$ cat src/hw/rtl/sbg_pkg.sv
// ----------------------------------------------------------------------------
// sbg_pkg - shared definitions for the S-box gate network
// Word width and the word type used by the pipeline and the gate network.
// ----------------------------------------------------------------------------
package sbg_pkg;

  localparam int unsigned WORD_W = 8;

  typedef logic [WORD_W-1:0] word_t;

endpackage

$ cat src/hw/rtl/sbg_net.sv
// ----------------------------------------------------------------------------
// sbg_net - forward AES S-box as a fixed XOR/AND gate network
// Linear top layer, shared nonlinear middle layer, linear bottom layer.
// ----------------------------------------------------------------------------
module sbg_net
  import sbg_pkg::*;
(
  input  word_t din,
  output word_t dout
);

  // Wires are evaluated in a fixed order; all but a (the input) start at zero.
  function automatic word_t sbox_eval(input word_t v);
    logic [7:0]  a;
    logic [20:0] l;
    logic [49:0] n;
    logic [17:0] p;
    logic [7:0]  o;
    word_t       r;
    a = v;
    l = '0;
    n = '0;
    p = '0;
    o = '0;

    // top linear layer
    a[0] ^= 1'b1; a[6] ^= 1'b1; l[0] ^= 1'b1; l[1] ^= 1'b1; l[3] ^= a[1]; l[4] ^= 1'b1;
    l[6] ^= a[3]; l[7] ^= 1'b1;
    l[8] ^= a[4]; l[11] ^= a[7]; l[12] ^= 1'b1; l[13] ^= a[5]; l[16] ^= a[2];
    n[24] ^= 1'b1; n[29] ^= 1'b1; n[44] ^= 1'b1; n[47] ^= 1'b1; n[48] ^= 1'b1; n[49] ^= 1'b1;
    l[2] ^= a[6]; l[4] ^= a[1]; l[6] ^= a[7]; l[8] ^= a[5]; l[9] ^= a[0]; l[12] ^= a[2];
    l[13] ^= a[3]; l[16] ^= a[4];
    l[0] ^= l[6]; l[1] ^= a[3]; l[4] ^= a[5]; l[7] ^= l[8]; l[10] ^= a[1]; l[11] ^= a[0];
    l[12] ^= a[6];
    l[13] ^= 1'b1; l[14] ^= l[9]; l[16] ^= a[7]; n[26] ^= a[2]; n[31] ^= a[4];
    l[1] ^= a[0]; l[2] ^= a[3]; l[6] ^= a[1]; l[8] ^= a[7]; l[9] ^= a[5]; l[10] ^= l[12];
    l[11] ^= a[2];
    l[14] ^= a[4]; l[16] ^= l[4]; n[24] ^= a[6];
    l[0] ^= a[0]; l[1] ^= a[5]; l[7] ^= a[2]; l[9] ^= a[1]; l[11] ^= a[4]; l[14] ^= l[13];
    l[15] ^= l[16];
    n[24] ^= a[3]; n[28] ^= a[6]; n[29] ^= a[7];
    l[0] ^= a[4]; l[2] ^= l[11]; l[3] ^= l[1]; l[7] ^= a[3]; l[9] ^= 1'b1; l[13] ^= a[7];
    l[14] ^= a[2];
    l[15] ^= a[6]; n[24] ^= a[5]; n[26] ^= a[0]; n[31] ^= a[1];
    n[26] ^= a[4]; n[29] ^= a[2]; n[33] ^= a[3]; n[34] ^= a[6]; n[35] ^= a[5]; n[44] ^= a[7];

    // first products
    n[4] ^= l[7] & l[3]; n[5] ^= l[15] & l[16]; n[6] ^= l[6] & l[2]; n[7] ^= l[13] & l[12];
    n[8] ^= l[11] & l[10]; n[9] ^= l[14] & a[1]; n[10] ^= a[0] & l[1]; n[11] ^= l[9] & l[8];
    n[12] ^= l[4] & l[0];

    // middle layer
    n[24] ^= n[4]; n[26] ^= a[1]; n[28] ^= n[5]; n[29] ^= n[11]; n[31] ^= n[6]; n[33] ^= a[2];
    n[34] ^= a[0]; n[35] ^= a[3]; n[37] ^= n[10]; n[41] ^= a[4]; n[42] ^= n[12];
    n[44] ^= n[8];
    n[45] ^= a[6]; n[46] ^= a[7]; n[47] ^= n[7]; n[48] ^= a[5]; n[49] ^= n[9];
    n[24] ^= n[6]; n[26] ^= n[4]; n[28] ^= n[10]; n[29] ^= n[5]; n[31] ^= a[0]; n[33] ^= a[5];
    n[34] ^= a[2]; n[35] ^= a[7]; n[37] ^= a[4]; n[41] ^= a[1]; n[44] ^= n[12];
    n[45] ^= n[11];
    n[46] ^= a[3]; n[47] ^= n[8]; n[48] ^= n[9]; n[49] ^= a[6];
    n[24] ^= n[8]; n[26] ^= n[6]; n[28] ^= n[4]; n[29] ^= n[7]; n[31] ^= a[2]; n[33] ^= a[7];
    n[34] ^= a[1]; n[35] ^= n[5]; n[37] ^= n[12]; n[41] ^= a[0]; n[42] ^= a[4];
    n[44] ^= a[6];
    n[45] ^= n[10]; n[46] ^= n[9]; n[48] ^= a[3]; n[49] ^= a[5];
    n[24] ^= n[9]; n[26] ^= n[10]; n[28] ^= n[11]; n[29] ^= n[4]; n[31] ^= n[12];
    n[33] ^= n[5];
    n[34] ^= a[4]; n[35] ^= n[6]; n[37] ^= a[0]; n[41] ^= a[2]; n[42] ^= a[1]; n[44] ^= n[7];
    n[46] ^= a[5]; n[47] ^= a[7]; n[48] ^= n[8]; n[49] ^= a[3];
    n[24] ^= n[10]; n[26] ^= n[12]; n[29] ^= n[8]; n[31] ^= n[4]; n[33] ^= n[6];
    n[34] ^= n[5];
    n[35] ^= a[2]; n[37] ^= a[1]; n[41] ^= a[6]; n[42] ^= a[0]; n[44] ^= n[11];
    n[46] ^= a[4];
    n[24] ^= n[11]; n[29] ^= a[6]; n[31] ^= n[10]; n[33] ^= n[9]; n[34] ^= n[6];
    n[35] ^= n[7];
    n[37] ^= a[2]; n[41] ^= n[12]; n[42] ^= n[4]; n[44] ^= n[5]; n[46] ^= a[0];
    n[47] ^= a[1];
    n[49] ^= n[8];
    n[29] ^= n[12]; n[30] ^= n[24] & n[28]; n[33] ^= n[7]; n[34] ^= n[11]; n[35] ^= n[9];
    n[37] ^= n[6]; n[41] ^= n[5]; n[42] ^= a[2]; n[44] ^= n[4]; n[46] ^= a[1];
    n[47] ^= a[0];
    n[49] ^= n[10];
    n[31] ^= n[30]; n[33] ^= n[10]; n[35] ^= n[12]; n[37] ^= n[4]; n[41] ^= n[11];
    n[42] ^= n[6];
    n[44] ^= a[2]; n[45] ^= n[5]; n[46] ^= n[7]; n[47] ^= a[4];
    n[32] ^= n[29] & n[31]; n[33] ^= n[12]; n[35] ^= n[10]; n[41] ^= n[6]; n[39] ^= n[30];
    n[45] ^= n[4]; n[46] ^= n[5]; n[49] ^= n[11];
    n[33] ^= n[32]; n[34] ^= n[12]; n[35] ^= n[30]; n[42] ^= n[10]; n[46] ^= n[4];
    n[47] ^= n[6];
    n[48] ^= n[5];
    n[36] ^= n[34] & n[35]; n[42] ^= n[30]; n[46] ^= n[32]; n[47] ^= n[4]; n[48] ^= n[6];
    n[39] ^= n[36]; n[48] ^= n[32]; n[49] ^= n[4];
    n[40] ^= n[26] & n[39]; n[37] ^= n[36]; n[49] ^= n[6];
    n[41] ^= n[36]; n[42] ^= n[40]; n[49] ^= n[32];
    n[41] ^= n[40]; n[43] ^= n[33] & n[42]; n[47] ^= n[36];
    n[45] ^= n[40]; n[46] ^= n[36]; n[47] ^= n[43];
    n[47] ^= n[40]; n[48] ^= n[43];
    n[44] ^= n[43]; n[48] ^= n[40];
    n[49] ^= n[43];

    // final products
    p[11] ^= n[33] & l[1]; p[17] ^= n[37] & l[3]; p[15] ^= n[41] & l[2];
    p[9] ^= n[44] & l[0];
    p[7] ^= n[45] & l[16]; p[12] ^= n[46] & a[1]; p[13] ^= n[47] & l[12];
    p[5] ^= n[48] & l[11];
    p[10] ^= n[49] & l[8];
    p[2] ^= n[33] & a[0]; p[8] ^= n[37] & l[7]; p[6] ^= n[41] & l[6]; p[0] ^= n[44] & l[4];
    p[16] ^= n[45] & l[15]; p[3] ^= n[46] & l[14]; p[4] ^= n[47] & l[13];
    p[14] ^= n[48] & l[10];
    p[1] ^= n[49] & l[9];

    // bottom linear layer
    o[0] ^= 1'b1; o[3] ^= 1'b1; o[6] ^= 1'b1; o[7] ^= 1'b1;
    o[0] ^= p[9]; o[1] ^= p[5]; o[2] ^= p[3]; o[3] ^= p[1]; o[4] ^= p[12]; o[5] ^= p[10];
    o[6] ^= p[4]; o[7] ^= p[2];
    o[0] ^= p[15]; o[1] ^= p[6]; o[2] ^= p[4]; o[3] ^= p[2]; o[4] ^= p[16]; o[5] ^= p[1];
    o[6] ^= p[3]; o[7] ^= p[0];
    o[0] ^= p[16]; o[1] ^= p[8]; o[2] ^= p[7]; o[3] ^= p[3]; o[5] ^= p[11]; o[6] ^= p[2];
    o[7] ^= o[4];
    o[0] ^= p[10]; o[1] ^= p[11]; o[2] ^= p[8]; o[3] ^= p[16]; o[4] ^= p[14];
    o[5] ^= p[13];
    o[6] ^= p[15]; o[7] ^= p[3];
    o[1] ^= o[3]; o[2] ^= p[10]; o[4] ^= p[15]; o[6] ^= o[5]; o[7] ^= p[4];
    o[1] ^= p[10]; o[2] ^= p[11]; o[3] ^= p[12]; o[5] ^= p[0]; o[6] ^= p[14];
    o[7] ^= p[13];
    o[1] ^= p[13]; o[2] ^= p[12]; o[3] ^= p[4]; o[5] ^= p[6]; o[6] ^= p[16]; o[7] ^= p[7];
    o[1] ^= p[14]; o[2] ^= p[13]; o[3] ^= p[17]; o[5] ^= p[7]; o[7] ^= p[6];
    o[1] ^= p[15]; o[3] ^= p[13]; o[5] ^= p[12]; o[7] ^= p[17];

    // output wire i lands in bit 7-i
    for (int i = 0; i < WORD_W; i++) begin
      r[WORD_W-1-i] = o[i];
    end
    return r;
  endfunction

  assign dout = sbox_eval(din);

endmodule

$ cat src/hw/rtl/sbox_gate_network.sv
// ----------------------------------------------------------------------------
// sbox_gate_network - pipelined forward AES byte substitution
// Input register, gate network, result register; one word per cycle unless stalled.
// ----------------------------------------------------------------------------
// Usage:
//   Input channel byte_in/in_valid/in_ready and output channel
//   byte_out/out_valid/out_ready, both valid/ready. A word moves when
//   valid and ready are high at the same rising edge.
//   A word accepted into the input register passes through the gate
//   network into the result register and is then offered on byte_out.
//   Throughput: one word per cycle unless stalled. The gate network between
//   the input register and the result register sets the clock period.
//   Stall: when out_ready is low the result register holds its word; the
//   input register still takes one more word, then in_ready drops until
//   the receiver drains the result register.
//   Reset (rst, synchronous): both stage valid flags clear, so no word is
//   in flight afterwards. No state is kept between words.
// ----------------------------------------------------------------------------
module sbox_gate_network
  import sbg_pkg::*;
(
  input  logic  clk,
  input  logic  rst,
  input  word_t byte_in,
  input  logic  in_valid,
  output logic  in_ready,
  output word_t byte_out,
  output logic  out_valid,
  input  logic  out_ready
);

  logic  s1_valid;
  word_t s1_data;
  word_t net_out;
  logic  s1_adv;

  // result register free or draining this cycle
  assign s1_adv   = !out_valid || out_ready;
  assign in_ready = !s1_valid || s1_adv;

  always_ff @(posedge clk) begin
    if (rst) begin
      s1_valid <= 1'b0;
    end else if (in_ready) begin
      s1_valid <= in_valid;
    end
  end

  always_ff @(posedge clk) begin
    if (in_valid && in_ready) begin
      s1_data <= byte_in;
    end
  end

  sbg_net u_net (
    .din  (s1_data),
    .dout (net_out)
  );

  always_ff @(posedge clk) begin
    if (rst) begin
      out_valid <= 1'b0;
    end else if (s1_adv) begin
      out_valid <= s1_valid;
    end
  end

  always_ff @(posedge clk) begin
    if (s1_valid && s1_adv) begin
      byte_out <= net_out;
    end
  end

`ifndef ASSERT_OFF
  a_accept_fills_s1: assert property (@(posedge clk) disable iff (rst)
    (in_valid && in_ready) |=> s1_valid)
    else $error("accepted word did not reach the input register");

  a_s1_to_out: assert property (@(posedge clk) disable iff (rst)
    (s1_valid && s1_adv) |=> (out_valid && byte_out == $past(net_out)))
    else $error("result register did not capture the network output");

  a_full_blocks_input: assert property (@(posedge clk) disable iff (rst)
    (s1_valid && out_valid && !out_ready) |-> !in_ready)
    else $error("input taken while both stages are full and stalled");

  a_reset_empty: assert property (@(posedge clk)
    $past(rst) |-> (!s1_valid && !out_valid))
    else $error("pipeline not empty after reset");
`endif

endmodule
$ cat config.mk
export PLATFORM = sky130hd
export DESIGN_NAME = sbox_gate_network
export DESIGN_NICKNAME = d
export VERILOG_FILES = /design/src/hw/rtl/sbg_pkg.sv /design/src/hw/rtl/sbg_net.sv /design/src/hw/rtl/sbox_gate_network.sv
export SDC_FILE = /design/constraint.sdc
export NUM_CORES = 1
export LEC_CHECK = 0
export ABC_AREA = 1
export BUFFER_PORTS_ARGS = -buffer_cell sky130_fd_sc_hd__buf_2
export CORE_MARGIN = 2
export CORE_UTILIZATION = 47
export CTS_BUF_LIST = sky130_fd_sc_hd__clkbuf_8
export DETAILED_ROUTE_END_ITERATION = 6
export GPL_TIMING_DRIVEN = 1
export PLACE_DENSITY_LB_ADDON = 0.08
export SLEW_MARGIN = 20
export SYNTH_ARGS = -nofsm -noshare
export SYNTH_HDL_FRONTEND = slang
export SYNTH_HIERARCHICAL = 1
export SYNTH_SLANG_ARGS = --single-unit
$ cat constraint.sdc
create_clock -name clk -period 5.3 [get_ports clk]
set_clock_uncertainty 0.15 [all_clocks]
set_input_delay 1.06 -clock clk [delete_from_list [all_inputs] [get_ports clk]]
set_output_delay 1.06 -clock clk [all_outputs]
set_load 0.05 [all_outputs]
==> impl_metrics.csv, run 1 <==
group,metric,value,unit
synth,synth_top_area_frac,0.269,
timing,hold_violations,0,
route,vias_per_cell,5.05,
route,vias,3315,
place,dp_hpwl,7300,microns
synth,ys_ff_latch,18,
route,wl_per_cell,13.2,microns
clocking,cts_tree,"yes",
clocking,worstSkewPairLatency,0.25,ns
route,drt-pass1-iter-count,5,
grt,first_global_vias,3132,
setup_path,slowest_delay,0.71,ns
layout,num_antenna_cells,0,
timing,finalCritPeriodShare,0.898,
synth,ys.flop_type,"edfxtp_1",
timing,timing.fmax,210,MHz
floorplanning,die_area,7680,sq um
timing,worst_pin_slew,0.748,ns
power,switching_share,0.592,
power,p_switching,0.00127,W
power,clockPowerShare,0.044,
setup_path,crit_top_cell,"nand2_1",
clocking,clock_path_buffers,2,
clocking,htree_num_levels,1,
floorplanning,core-area,6790,sq um
setup_path,crit_path_start_kind,"register",
layout,final_core_util,0.512,
synth,synth_area,3290,sq um
power,intPower,0.000878,W
synth,ys_top_cells_by_area,"nand2_1, edfxtp_1, nand3_1, xor2_1, nand2_2",
timing,slew_violations,0,
synth,avgSynthCellArea,6.04,sq um
setup_path,cp_data_required_time,5.16,ns
layout,finish.net_count,576,
route,wirelength,8630,microns
synth,yosysWarnings,6,
floorplanning,rows,30,
clocking,cts_hold_buf,0,
worst_hold_path,hold_path_class,"register to register",
synth,synth_nets,559,
clocking,cts_resized,0,
layout,layout_commonest_cell,"nand2_1",
clocking,path_clk_slew,0.07,ns
route,detail-route-antenna-nets,0,
worst_hold_path,worst_hold_path.num_cells,2,
setup_path,reg2reg_depth,30,
clocking,cts_num_sinks,18,
synth,postSynthCellCount,545,
power,p_per_area,619,nW/um^2
clocking,cts_root_buf,"clkbuf_8",
clocking,cts_setup_buffers,0,
power,ir_worst_vdd,179,uV
timing,setup_violations,0,
setup_path,cp-end-kind,"register",
outcome,run_status,"complete, no violations",
grt,track_usage,0.242,
synth,synthDistinctLibCells,30,
power,power,0.00215,W
job,drv_cap,0,
timing,worst_hold_slack,0.344,ns
setup_path,worstPathMaxFanout,14,
grt,grt_overflow,0,
layout,layout-drive-gt1-share,0.180,
grt,grt_pass1_wl,14600,microns
synth,synth-edff-count,16,
setup_path,r2r_end,"byte_out[0]",
power,leakagePower,1.95,nW
clocking,numCtsBuffers,3,
floorplanning,die_h,87.7,microns
layout,final_cell_mix,"nand2_1, nand3_1, inv_1, xor2_1, nand2_2",
timing,grt_setup_unrepaired,"false",
synth,synth_top_cell_by_area,"nand2_1",
layout,fillers,726,
grt,grt_max_degree,15,
synth,synthArstFlopShare,0,
floorplanning,die_x,87.7,microns
setup_path,r2r_start,"s1_data[1]",
timing,setup-tns-final,0,ns
setup_path,r2r_slack,0.54,ns
place,port_buffers,21,
route,first_iter_violations,186,
place,place.gp.congestion,0.947,
timing,relSlewSlack,0.502,
synth,yosysSeqAreaShare,0.158,
power,power_frac_seq,0.122,
layout,syn_to_final_growth,5.74,%
worst_hold_path,hold_start,"s1_valid",
floorplanning,start_util,0.484,
route,drc,0,
worst_hold_path,min_to,"out_valid",
setup_path,worst_path_max_delay_cell,"edfxtp_1",
power,pwr-share-comb,0.834,
timing,post-route-min-period,4.76,ns
setup_path,cp.arrival,4.62,ns
setup_path,crit_type,"register to register",
grt,antenna_found_initial,0,
floorplanning,io-pin-count,22,
power by group through the flow:
stage	Combinational (W)	Clock, W	Sequential [W]
after floorplan	0.00135	0	0.000376
after CTS	0.00179	0.0000977	0.000263
after global routing	0.00204	0.000103	0.000267
after global placement	0.00177	0	0.000266
final	0.00179	0.0000942	0.000262
after detailed placement	0.00178	0	0.000266
sequential cells by signal, summed over array words and instances (netlist names):
register,flops
s1_valid,1
byte_out,8
s1_data,8
out_valid,1
Yosys cell counts (4+ instances only):
cell / n
nand2_4: 7
xnor2_1: 13
inv_2: 12
nand2_1: 236
nor2_4: 4
nand3_4: 4
nor2_1: 4
nand2_2: 30
xor2_1: 32
edfxtp_1: 16
xor2_2: 4
inv_1: 48
nand4_1: 8
nand3_1: 89
buf_6: 5
nand3_2: 7
worst max-delay path: cells and delay by family, from the launching register on:
| kind | cells | cell delay, ns |
|---|---|---|
| buffers and inverters | 5 | 0.49 |
| flip-flops | 1 | 0.71 |
| XOR/XNOR | 4 | 0.94 |
| adder cells (fa/ha/maj) | 1 | 0.31 |
| AND/OR/NAND/NOR | 20 | 1.90 |
stage by stage:
step	cells	area (sq um)	setup slack, ns
finish	656	3480	0.540
global route	656	3480	0.102
CTS	656	3480	0.560
detailed placement	653	3440	0.594
global placement	653	3440	0.679
floorplan	545	3290	1.41
worst max-delay path by stage:
| stage | from | to | slack [ns] |
|---|---|---|---|
| after global routing | s1_data[1] | byte_out[0] | 0.10 |
| after floorplan | s1_data[1] | byte_out[1] | 1.41 |
| after global placement | s1_data[1] | byte_out[0] | 0.68 |
| final | s1_data[1] | byte_out[0] | 0.54 |
| after detailed placement | s1_data[1] | byte_out[0] | 0.59 |
| after CTS | s1_data[1] | byte_out[0] | 0.56 |
final cells by class:
type	instances	area, sq um	share of cell area
clock buffers	3	41.3	0.0119
inverters	64	253	0.0727
multi-input cells	454	2440	0.701
flip-flops and latches	18	520	0.150
well taps	96	120	0.0345
repair buffers	21	105	0.0302
routing by layer:
metal / vias up / GRT usage / share of wire
met5: - / 0 / 0
met2: 73 / 0.426 / 0.47
met1: 1482 / 0.319 / 0.47
met3: 13 / 0.0292 / 0.035
met4: 0 / 0.0462 / 0.015
li1: 1747 / - / -
cells by family after synthesis:
kind of cell | Yosys count | share of synthesized area
AND/OR/NAND/NOR | 393 | 0.570
buffers and inverters | 73 | 0.100
XOR/XNOR | 51 | 0.149
flip-flops | 18 | 0.158
AO/OA/AOI/OAI | 8 | 0.0141
adder cells (fa/ha/maj) | 2 | 0.00761
(Power assumes the default switching activity.)
==> run 2: changes to the inputs <==
Settings changed: ABC_AREA 1 to not set.
==> run 2 against run 1 <==
- fmax down 5.0%
- combinational power rose by 4%
- die area decreased by 15%
- register-to-register slack worse by 0.25 ns
- clock power grew 21%
- global-route usage decreased by 2.0 points
- highest routed layer unchanged
- sequential power up 19%
- via count decreased by 31%
- power grew 6.4%
- critical path type unchanged
- routed wire length fell by 23%
- clock-buffer cell count grew 1
==> impl_metrics.csv, run 2 <==
group,metric,value,unit
outcome,run_status,"complete, no violations",
timing,setup_violations,0,
clocking,cts_setup_buffers,0,
grt,track_usage,0.221,
setup_path,slowest_delay,0.50,ns
layout,num_antenna_cells,0,
route,drc,0,
layout,layout-drive-gt1-share,0.190,
power,power_frac_seq,0.136,
timing,timing.fmax,200,MHz
worst_hold_path,hold_path_class,"register to register",
synth,synthDistinctLibCells,57,
power,clockPowerShare,0.050,
layout,reg.largest.list,"byte_out x8, s1_data x8",
synth,ys_ff_latch,18,
setup_path,worstPathMaxFanout,10,
route,first_iter_violations,160,
power,switching_share,0.439,
synth,synth_most_common_cell,"xnor2_1",
floorplanning,core-area,5610,sq um
power,p_per_area,754,nW/um^2
route,vias,2271,
timing,slew_violations,0,
route,vias_per_cell,5.57,
clocking,cts_num_sinks,18,
route,wl_per_cell,16.2,microns
clocking,htree_num_levels,1,
place,port_buffers,21,
synth,synth_top_cell_by_area,"edfxtp_1",
power,ir_worst_vdd,859,uV
layout,syn_to_final_growth,9.87,%
clocking,path_clk_slew,0.07,ns
synth,avgSynthCellArea,8.80,sq um
timing,finalCritPeriodShare,0.946,
layout,fin_cells,408,
floorplanning,die_x,80.7,microns
synth,synth_nets,328,
clocking,cts_root_buf,"clkbuf_8",
floorplanning,die_area,6510,sq um
setup_path,crit_path_start_kind,"register",
clocking,cts_resized,0,
grt,antenna_found_initial,0,
power,intPower,0.00129,W
floorplanning,rows,27,
synth,synth-edff-count,16,
setup_path,crit_top_cell,"xnor3_1",
timing,setup-tns-final,0,ns
floorplanning,start_util,0.493,
power,leakagePower,1.27,nW
synth,ys_top_cells_by_area,"edfxtp_1, xnor2_1, xnor3_1, xor2_1, nand2_1",
setup_path,crit_family,"XOR/XNOR gates",
setup_path,path_cells,"buf_4, xnor3_1, xnor2_1, o211a_1, and2_1, xnor3_1, nor2_1, nor3_1, nor4_1, nor3_2, xnor3_1, xnor3_1, xnor3_1",
grt,grt_max_degree,20,
synth,synth_top_area_frac,0.174,
timing,worst_pin_slew,1.05,ns
clocking,clock_path_buffers,2,
setup_path,cp.arrival,4.86,ns
synth,yosysWarnings,6,
synth,synthTopCellsByCount,"xnor2_1, nand2_1, nor2_1",
clocking,cts_tree,"yes",
synth,ys.flop_type,"edfxtp_1",
layout,layout_commonest_cell,"xnor2_1",
place,place.gp.congestion,0.916,
clocking,worstSkewPairLatency,0.26,ns
power,pwr-share-comb,0.814,
timing,relSlewSlack,0.292,
job,drv_cap,0,
floorplanning,io-pin-count,22,
clocking,cts_hold_buf,0,
route,wirelength,6620,microns
clocking,numCtsBuffers,3,
power,p_switching,0.00100,W
setup_path,worstPathBufferInverterCount,1,
layout,final_cell_mix,"xnor2_1, nand2_1, nor2_1, xor2_1, buf_2",
setup_path,worst_path_max_delay_cell,"edfxtp_1",
synth,yosysSeqAreaShare,0.188,
floorplanning,die_h,80.7,microns
synth,synth_area,2760,sq um
setup_path,crit_type,"register to register",
timing,hold_violations,0,
timing,grt_setup_unrepaired,"false",
grt,grt_pass1_wl,10900,microns
grt,first_global_vias,2164,
setup_path,cp_data_required_time,5.15,ns
grt,grt_overflow,0,
route,detail-route-antenna-nets,0,
place,dpl.cell_count,404,
timing,post-route-min-period,5.01,ns
synth,synthArstFlopShare,0,
route,drt-pass1-iter-count,4,
place,dp_hpwl,5190,microns
layout,finish.net_count,351,
synth,postSynthCellCount,314,
setup_path,cp-end-kind,"register",
==> run 2: cell types whose count changed after synthesis, sizes merged, moves of 6 or more <==
cell / previous run / this run
xnor2: 15 / 49
clkbuf: 1 / 9
nor2: 10 / 26
and2: 0 / 7
mux2i: 0 / 8
nand3: 100 / 9
o21ai: 3 / 16
nand2: 273 / 27
a21oi: 4 / 14
buf: 8 / 14
xor2: 36 / 22
xnor3: 0 / 13
inv: 64 / 7
nor3: 0 / 12
==> run 2: layout make-up <==
cell class              instances  area (sq um)
inverters                       7          26.3
fillers                       565          2570
well taps                      72          90.1
multi-input cells             266          2090
clock buffers                   4          55.1
flip-flops and latches         18           520
repair buffers                 41           255
==> run 2: worst min-delay path: stages (launching register included) <==
cell and delay, ns:
dfxtp_1 0.34, inv_1 0.06, a21oi_1 0.05
==> run 2: worst paths after layout <==
path | start | end | slack [ns] | depth (start not counted)
worst min-delay path | s1_valid | out_valid | 0.34 | 2
worst max-delay path | s1_data[0] | byte_out[1] | 0.29 | 13
worst max register to register | s1_data[0] | byte_out[1] | 0.29 | 13
worst min register to register | s1_valid | out_valid | 0.34 | 2
==> run 2: power groups by stage <==
stage / Clock, W / Combinational, W / Sequential (W)
2_1_floorplan: 0 / 0.00140 / 0.000430
4_1_cts: 0.000118 / 0.00187 / 0.000311
3_3_place_gp: 0 / 0.00184 / 0.000314
3_5_place_dp: 0 / 0.00185 / 0.000314
5_1_grt: 0.000123 / 0.00203 / 0.000316
6_report: 0.000114 / 0.00186 / 0.000311
==> run 2: per-stage QoR <==
stage	cell area (sq um)	utilization	total power, W	worst slack, ns	hold WS, ns
final	3040	0.541	0.00229	0.287	0.339
after global routing	3040	0.541	0.00247	0.00910	0.357
after CTS	3040	0.541	0.00230	0.271	0.345
after detailed placement	2980	0.531	0.00216	0.283	0.340
after global placement	2980	0.531	0.00216	0.351	0.330
after floorplan	2760	-	0.00183	0.571	0.311
==> run 2: cells by family after synthesis <==
family                   after synthesis  share of synthesized area
buffers and inverters                 30                     0.0557
AND/OR/NAND/NOR                      108                      0.199
multiplexers                          10                     0.0385
AO/OA/AOI/OAI                         60                      0.147
adder cells (fa/ha/maj)                2                    0.00906
flip-flops                            18                      0.188
XOR/XNOR                              86                      0.362
==> run 2: routing by layer <==
layer | wire (microns) | up-vias | track usage
met5 | 0 | - | 0
met4 | 150 | 0 | 0.0729
met3 | 256 | 12 | 0.0202
met2 | 3050 | 53 | 0.358
met1 | 3170 | 1057 | 0.310
li1 | - | 1149 | -
